<file path="src/rtl/pfmc_pkg.sv">
// ============================================================================
// Page frame manager package
// Shared types, codes and command/status bundles of the page frame manager.
// ============================================================================
package pfmc_pkg;

   localparam int CFG_W   = 11;
   localparam int RUN_W   = 11;
   localparam int OWNER_W = 32;
   localparam int FRAME_W = 10;

   // Request modes.
   localparam logic [2:0] MODE_INIT  = 3'd0;
   localparam logic [2:0] MODE_ALLOC = 3'd1;
   localparam logic [2:0] MODE_FREE  = 3'd2;
   localparam logic [2:0] MODE_REF   = 3'd3;
   localparam logic [2:0] MODE_EVICT = 3'd4;

   // Response status codes.
   localparam logic [2:0] STAT_OK        = 3'd0;
   localparam logic [2:0] STAT_NO_SPACE  = 3'd1;
   localparam logic [2:0] STAT_BAD_FREE  = 3'd2;
   localparam logic [2:0] STAT_NO_VICTIM = 3'd3;
   localparam logic [2:0] STAT_BAD_REF   = 3'd4;

   // Frame kinds.
   localparam logic [1:0] KIND_FREE = 2'd0;
   localparam logic [1:0] KIND_KERN = 2'd1;
   localparam logic [1:0] KIND_USER = 2'd2;

   // Configuration register indexes.
   localparam logic CSR_FIRST_USABLE = 1'b0;
   localparam logic CSR_FRAME_LIMIT  = 1'b1;

   typedef struct packed {
      logic [2:0]         mode;
      logic [RUN_W-1:0]   page_count;
      logic               kernel_alloc;
      logic [OWNER_W-1:0] owner_tag;
      logic [FRAME_W-1:0] frame;
   } req_type;

   typedef struct packed {
      logic [2:0]         status;
      logic [FRAME_W-1:0] result_frame;
      logic [OWNER_W-1:0] result_owner;
   } rsp_type;

   typedef struct packed {
      logic [1:0]         kind;
      logic [RUN_W-1:0]   run;
      logic [OWNER_W-1:0] owner;
   } entry_type;

   typedef enum logic [2:0] {
      LD_NONE, LD_INIT, LD_SCAN_F, LD_FR, LD_HAND, LD_RUN, LD_ALLOC_WR, LD_REWIND
   } load_type;

   typedef enum logic [2:0] {
      WR_NONE, WR_CLEAR, WR_INIT, WR_ALLOC, WR_FREE, WR_REF_SET, WR_REF_CLR
   } wr_type;

   typedef enum logic [1:0] {
      RS_ZERO, RS_START, RS_FR, RS_VICTIM
   } rsel_type;

   typedef struct packed {
      logic       latch;
      load_type   ld;
      logic       rd_en;
      wr_type     wr;
      logic       cnt_upd;
      logic       hand_load;
      logic       hand_clear;
      logic       rsp_fire;
      logic [2:0] rsp_status;
      rsel_type   rsp_sel;
   } cmd_type;

   typedef struct packed {
      logic [2:0] mode;
      logic       pv;
      logic       idx_more;
      logic       wr_last;
      logic       d_free;
      logic       d_user;
      logic       d_ref;
      logic       owner_zero;
      logic       cnt_hit;
      logic       n_zero;
      logic       fr_in_range;
      logic       fr_below_l;
      logic       run_bad;
   } stat_type;

endpackage

</file>
<file path="src/rtl/pfmc_controller.sv">
// ============================================================================
// Page frame manager controller
// Sequences the clearing pass and every request over the frame map walks.
// ============================================================================
module pfmc_controller (
   input  logic               clock,
   input  logic               reset,
   input  logic               start,
   output logic               busy,
   input  pfmc_pkg::stat_type stat,
   output pfmc_pkg::cmd_type  cmd
);

   typedef enum logic [13:0] {
      S_CLEAR    = 14'b00000000000001,
      S_IDLE     = 14'b00000000000010,
      S_DISPATCH = 14'b00000000000100,
      S_INIT     = 14'b00000000001000,
      S_ASCAN    = 14'b00000000010000,
      S_AWRITE   = 14'b00000000100000,
      S_FHEAD    = 14'b00000001000000,
      S_FRUN     = 14'b00000010000000,
      S_FCHECK   = 14'b00000100000000,
      S_FWRITE   = 14'b00001000000000,
      S_RREAD    = 14'b00010000000000,
      S_REVAL    = 14'b00100000000000,
      S_ESCAN1   = 14'b01000000000000,
      S_ESCAN2   = 14'b10000000000000
   } state_type;

   state_type state_ff, state_in;

   always_comb begin
      state_in = state_ff;
      cmd      = '0;
      case (state_ff)
         S_CLEAR: begin
            cmd.wr = pfmc_pkg::WR_CLEAR;
            if (stat.wr_last) begin
               state_in = S_IDLE;
            end
         end
         S_IDLE: begin
            if (start) begin
               cmd.latch = 1'b1;
               state_in  = S_DISPATCH;
            end
         end
         S_DISPATCH: begin
            case (stat.mode)
               pfmc_pkg::MODE_INIT: begin
                  cmd.ld         = pfmc_pkg::LD_INIT;
                  cmd.hand_clear = 1'b1;
                  state_in       = S_INIT;
               end
               pfmc_pkg::MODE_ALLOC: begin
                  if (stat.n_zero) begin
                     cmd.rsp_fire   = 1'b1;
                     cmd.rsp_status = pfmc_pkg::STAT_NO_SPACE;
                     state_in       = S_IDLE;
                  end else begin
                     cmd.ld   = pfmc_pkg::LD_SCAN_F;
                     state_in = S_ASCAN;
                  end
               end
               pfmc_pkg::MODE_FREE: begin
                  if (!stat.fr_in_range) begin
                     cmd.rsp_fire   = 1'b1;
                     cmd.rsp_status = pfmc_pkg::STAT_BAD_FREE;
                     cmd.rsp_sel    = pfmc_pkg::RS_FR;
                     state_in       = S_IDLE;
                  end else begin
                     cmd.ld   = pfmc_pkg::LD_FR;
                     state_in = S_FHEAD;
                  end
               end
               pfmc_pkg::MODE_REF: begin
                  if (!stat.fr_below_l) begin
                     cmd.rsp_fire   = 1'b1;
                     cmd.rsp_status = pfmc_pkg::STAT_BAD_REF;
                     cmd.rsp_sel    = pfmc_pkg::RS_FR;
                     state_in       = S_IDLE;
                  end else begin
                     cmd.ld   = pfmc_pkg::LD_FR;
                     state_in = S_RREAD;
                  end
               end
               pfmc_pkg::MODE_EVICT: begin
                  cmd.ld   = pfmc_pkg::LD_HAND;
                  state_in = S_ESCAN1;
               end
               default: begin
                  cmd.rsp_fire   = 1'b1;
                  cmd.rsp_status = pfmc_pkg::STAT_OK;
                  state_in       = S_IDLE;
               end
            endcase
         end
         S_INIT: begin
            cmd.wr = pfmc_pkg::WR_INIT;
            if (stat.wr_last) begin
               cmd.rsp_fire   = 1'b1;
               cmd.rsp_status = pfmc_pkg::STAT_OK;
               state_in       = S_IDLE;
            end
         end
         S_ASCAN: begin
            cmd.cnt_upd = stat.pv;
            if (stat.pv && stat.cnt_hit) begin
               cmd.ld   = pfmc_pkg::LD_ALLOC_WR;
               state_in = S_AWRITE;
            end else if (!stat.pv && !stat.idx_more) begin
               cmd.rsp_fire   = 1'b1;
               cmd.rsp_status = pfmc_pkg::STAT_NO_SPACE;
               state_in       = S_IDLE;
            end else begin
               cmd.rd_en = 1'b1;
            end
         end
         S_AWRITE: begin
            cmd.wr = pfmc_pkg::WR_ALLOC;
            if (stat.wr_last) begin
               cmd.rsp_fire   = 1'b1;
               cmd.rsp_status = pfmc_pkg::STAT_OK;
               cmd.rsp_sel    = pfmc_pkg::RS_START;
               state_in       = S_IDLE;
            end
         end
         S_FHEAD: begin
            cmd.rd_en = 1'b1;
            state_in  = S_FRUN;
         end
         S_FRUN: begin
            if (stat.run_bad) begin
               cmd.rsp_fire   = 1'b1;
               cmd.rsp_status = pfmc_pkg::STAT_BAD_FREE;
               cmd.rsp_sel    = pfmc_pkg::RS_FR;
               state_in       = S_IDLE;
            end else begin
               cmd.ld   = pfmc_pkg::LD_RUN;
               state_in = S_FCHECK;
            end
         end
         S_FCHECK: begin
            if (stat.pv && stat.d_free) begin
               cmd.rsp_fire   = 1'b1;
               cmd.rsp_status = pfmc_pkg::STAT_BAD_FREE;
               cmd.rsp_sel    = pfmc_pkg::RS_FR;
               state_in       = S_IDLE;
            end else if (!stat.pv && !stat.idx_more) begin
               cmd.ld   = pfmc_pkg::LD_REWIND;
               state_in = S_FWRITE;
            end else begin
               cmd.rd_en = 1'b1;
            end
         end
         S_FWRITE: begin
            cmd.wr = pfmc_pkg::WR_FREE;
            if (stat.wr_last) begin
               cmd.rsp_fire   = 1'b1;
               cmd.rsp_status = pfmc_pkg::STAT_OK;
               cmd.rsp_sel    = pfmc_pkg::RS_FR;
               state_in       = S_IDLE;
            end
         end
         S_RREAD: begin
            cmd.rd_en = 1'b1;
            state_in  = S_REVAL;
         end
         S_REVAL: begin
            cmd.rsp_fire = 1'b1;
            cmd.rsp_sel  = pfmc_pkg::RS_FR;
            state_in     = S_IDLE;
            if (!stat.d_user || stat.owner_zero) begin
               cmd.rsp_status = pfmc_pkg::STAT_BAD_REF;
            end else begin
               cmd.rsp_status = pfmc_pkg::STAT_OK;
               cmd.wr         = pfmc_pkg::WR_REF_SET;
            end
         end
         S_ESCAN1, S_ESCAN2: begin
            if (stat.pv && stat.d_user && !stat.d_ref) begin
               cmd.hand_load  = 1'b1;
               cmd.rsp_fire   = 1'b1;
               cmd.rsp_status = pfmc_pkg::STAT_OK;
               cmd.rsp_sel    = pfmc_pkg::RS_VICTIM;
               state_in       = S_IDLE;
            end else if (!stat.pv && !stat.idx_more) begin
               if (state_ff == S_ESCAN1) begin
                  cmd.ld   = pfmc_pkg::LD_SCAN_F;
                  state_in = S_ESCAN2;
               end else begin
                  cmd.rsp_fire   = 1'b1;
                  cmd.rsp_status = pfmc_pkg::STAT_NO_VICTIM;
                  state_in       = S_IDLE;
               end
            end else begin
               cmd.rd_en = 1'b1;
               if (stat.pv && stat.d_user) begin
                  cmd.wr = pfmc_pkg::WR_REF_CLR;
               end
            end
         end
         default: begin
            state_in = S_IDLE;
         end
      endcase
   end

   always_ff @(posedge clock) begin
      if (reset) begin
         state_ff <= S_CLEAR;
      end else begin
         state_ff <= state_in;
      end
   end

   assign busy = state_ff != S_IDLE;

   a_rsp_returns_idle: assert property (@(posedge clock) disable iff (reset)
      cmd.rsp_fire |=> state_ff == S_IDLE)
      else $error("response issued without returning to idle");

   a_pass_write_no_read: assert property (@(posedge clock) disable iff (reset)
      (cmd.wr == pfmc_pkg::WR_INIT || cmd.wr == pfmc_pkg::WR_ALLOC ||
       cmd.wr == pfmc_pkg::WR_FREE || cmd.wr == pfmc_pkg::WR_CLEAR) |-> !cmd.rd_en)
      else $error("pass write overlaps a read");

   a_start_dispatch: assert property (@(posedge clock) disable iff (reset)
      (start && !busy) |=> state_ff == S_DISPATCH)
      else $error("accepted transaction not dispatched");

endmodule

</file>
<file path="config.mk">
export PLATFORM = sky130hd
export DESIGN_NAME = pfmc_controller
export DESIGN_NICKNAME = d
export VERILOG_FILES = /design/src/rtl/pfmc_pkg.sv /design/src/rtl/pfmc_controller.sv
export SDC_FILE = /design/constraint.sdc
export NUM_CORES = 1
export LEC_CHECK = 0
export BUFFER_PORTS_ARGS = -buffer_cell sky130_fd_sc_hd__buf_4
export CAP_MARGIN = 10
export CORE_MARGIN = 2
export CORE_UTILIZATION = 56
export CTS_CLUSTER_DIAMETER = 200
export DETAILED_ROUTE_END_ITERATION = 6
export PLACE_DENSITY = 0.92
export SETUP_SLACK_MARGIN = 0.1
export SLEW_MARGIN = 25
export SYNTH_ARGS = -nofsm -noshare
export SYNTH_HDL_FRONTEND = slang
export SYNTH_SLANG_ARGS = --single-unit
</file>
<file path="constraint.sdc">
create_clock -name clock -period 4.5 [get_ports clock]
set_input_delay 0.45 -clock clock [delete_from_list [all_inputs] [get_ports clock]]
set_output_delay 0.45 -clock clock [all_outputs]
set_load 0.02 [all_outputs]
</file>
==> metrics.yaml <==
routing:
  final_antenna_net_count: 0
  routed_wire_length_mm: 4.43
  detailed_routing_iteration_count_for_the_pre_antenna_repair_pass: 5
  viasPerCell: 6.80
  vias: 1639
  drc: 0
  route.detailed.wl_per_inst_um: 18.4
  drt-initial-drc-count: 114
worst_setup_path:
  cp.arrival_ns: 2.66
  reg2reg_from: "state_ff[0]"
  cp-startpoint: "state_ff[0]"
  worstPathCellList: "nor4_1, nand2_1, a2111oi_0, o32ai_1, o31ai_1, buf_4"
  criticalPathCategory: "reg2out"
  crit_fanout: 8
  worst_path_cell_with_the_longest_stage_delay: "sky130_fd_sc_hd__a2111oi_0"
  startpoint_type_of_the_worst_setup_path: "register"
  timing.critical_path.slowest_cell_delay_ns: 0.71
  worstPathRequired_ns: 4.05
  end_kind: "output port"
grt:
  grt_start_max_net_pins: 13
  grt_first_pass_wirelength_mm: 7.14
  grt-ovfl-total: 0
  number_of_global_route_vias_before_repair: 1493
  initial_antenna_violation_count: 0
  grt_usage_pct: 35.5
placed_design:
  final_weighted_congestion_in_routability_driven_placement: 1.01
  place_worst_setup_slack_ns: 1.72
  dp_hpwl_mm: 3.63
  count_of_input_and_output_buffers: 35
  placedInstanceArea_sq_um: 1550
clock_network:
  postCtsResizedCells: 0
  clock_sinks: 14
  cts-buffers-inserted: 3
  clockRootBuffer: "sky130_fd_sc_hd__clkbuf_4"
  clock_network_latency_to_the_later_pin_of_the_worst_skew_pair_ns: 0.28
  cts_max_path_buffers: 2
  postCtsSetupRepairBufs: 0
  tritoncts_clock_tree: "done"
  cts_hold_repair.buffers: 0
  clk_pin_slew_worst_paths_ns: 0.09
  htree_levels: 1
final_layout:
  flow.area_growth_from_synthesis_pct: 20.9
  n_antenna_cell: 0
  reg.largest.list: "state_ff: 14 flops"
  drive_above_1_share_pct: 22.1
  num-fill-cells: 192
  layout_net_count: 232
  mostFrequentLayoutCell: "sky130_fd_sc_hd__buf_4"
  largest-register: "state_ff"
  area.sequential_sq_um: 280
  post-route-cell-area_sq_um: 1590
  multi_input_comb_area_sq_um: 950
  layout.cells.most_common_list: "35 x sky130_fd_sc_hd__buf_4, 16 x sky130_fd_sc_hd__nand2_1, 15 x sky130_fd_sc_hd__nor2_1"
  largest_reg_flops: 14
floorplan:
  top_level_ports: 36
  core_region_area_sq_um: 2210
  fp.dieArea_sq_um: 2750
  rows: 17
  fp.dieH_um: 52.5
  floorplan.initialDensity_pct: 59.4
  die_width_um: 52.5
worst_hold_path:
  timing.hold.worst.start: "reset"
  min_path_type: "in2reg"
synthesis:
  synth_area_per_cell_sq_um: 7.15
  synth_top_area_share_pct: 21.3
  yosysUniqueCellTypes: 45
  syn_inst_count: 184
  postSynth.topFlopCell: "sky130_fd_sc_hd__dfxtp_1"
  main_area_contributors_after_synthesis: "sky130_fd_sc_hd__dfxtp_1 21%, sky130_fd_sc_hd__o31ai_1 5.1%, sky130_fd_sc_hd__nand3_1 4.9%, sky130_fd_sc_hd__a21oi_1 4.6%, sky130_fd_sc_hd__nand2_1 4.6%"
  yosys_warnings: 0
  postSynth.asyncResetShare_pct: 0
  mappedNetlistNets: 202
  synth_top_cell_by_area: "sky130_fd_sc_hd__dfxtp_1"
  synthesis.area_sq_um: 1320
  synth_seq_cells: 14
  synth_sequential_area_ratio_pct: 21.3
  edff_count_synth: 0
flow_run:
  maxCapViolCount: 0
sta:
  report.final.hold_viol_count: 0
  headroom_to_the_max_slew_limit_pct: 40.0
  report.final.setup_viol: 0
  finalWorstSetupSlack_ns: 1.39
  final_period_minus_worst_setup_slack_ns: 3.11
  tightestPinTransition_ns: 0.897
  rsz0062_at_grt: "false"
  fin_tns_setup_ns: 0
  post-route-period-util_pct: 69.1
  maxSlewViolCount: 0
  skew_ns: 0.0104
  max_freq_mhz: 322
status:
  outcome: "completed"
power_and_ir_drop:
  static-leakage-power_nw: 0.693
  vdd_ir_drop_max_v: 0.000205
  power_per_cell_area_nw_per_um2: 178
[worst paths after layout]
path	slack (ns)	end	depth (start not counted)
worst max-delay path	1.39	cmd[12]	6
worst min-delay path	0.39	state_ff[12]	2
worst max register to register	1.66	state_ff[7]	6
worst min register to register	0.51	state_ff[11]	2
[logic make-up (layout without fill, tap and decap cells)]
group / after synthesis / in the layout / share of synthesized area (%)
flops: 14 / 14 / 21.3
compound gates: 47 / 47 / 25.3
buf+inv: 17 / 46 / 6.47
simple gates: 102 / 102 / 44.2
xor+xnor: 4 / 4 / 2.66
[synth_stat cells (3+ instances only)]
cell type                  number
sky130_fd_sc_hd__dfxtp_1       14
sky130_fd_sc_hd__nand2b_1       7
sky130_fd_sc_hd__and2_1         3
sky130_fd_sc_hd__nor3_1         9
sky130_fd_sc_hd__inv_1          7
sky130_fd_sc_hd__nor4_1         9
sky130_fd_sc_hd__or4_1          5
sky130_fd_sc_hd__clkbuf_1       5
sky130_fd_sc_hd__or3_1          3
sky130_fd_sc_hd__nand2_1       16
sky130_fd_sc_hd__nor2_1        15
sky130_fd_sc_hd__o21ai_0        7
sky130_fd_sc_hd__a21oi_1       12
sky130_fd_sc_hd__nand3_1       13
sky130_fd_sc_hd__xor2_1         3
sky130_fd_sc_hd__nor4b_1        3
sky130_fd_sc_hd__nand4_1        9
sky130_fd_sc_hd__o31ai_1        9
[metal layers]
metal	vias up	wire [um]	global-route usage [%]
li1	769	-	-
met1	725	1680	43.5
met2	129	2080	58.1
met3	16	547	10.6
met4	0	125	13.2
met5	-	0	0
[final cells by class]
| class | count | share of cell area [%] |
|---|---|---|
| sequential | 14 | 17.6 |
| inverter | 7 | 1.65 |
| clock buffer | 4 | 2.28 |
| timing repair buffer | 35 | 16.5 |
| tap | 28 | 2.20 |
| multi-input combinational | 153 | 59.7 |
[power breakdown]
group	switching, mW	internal (mW)
sequential	0.00331	0.126
clock	0.0386	0.0492
combinational	0.0404	0.0259
total	0.0823	0.201
[metrics by stage]
step	hold WS (ns)	cells	util, %	power [mW]
3_5_place_dp	0.496	237	70.2	0.196
6_report	0.391	241	71.9	0.283
2_1_floorplan	0.466	184	-	0.168
4_1_cts	0.390	241	71.9	0.282
5_1_grt	0.403	241	71.9	0.293
3_3_place_gp	0.483	237	70.2	0.194
[worst max-delay path, delay by kind of cell (launching register included)]
kind / cells / cell delay [ns]
AND/OR/NAND/NOR: 2 / 0.71
buffers and inverters: 1 / 0.18
flip-flops: 1 / 0.37
AO/OA/AOI/OAI: 3 / 1.12
Power figures use the tool's default switching activity.
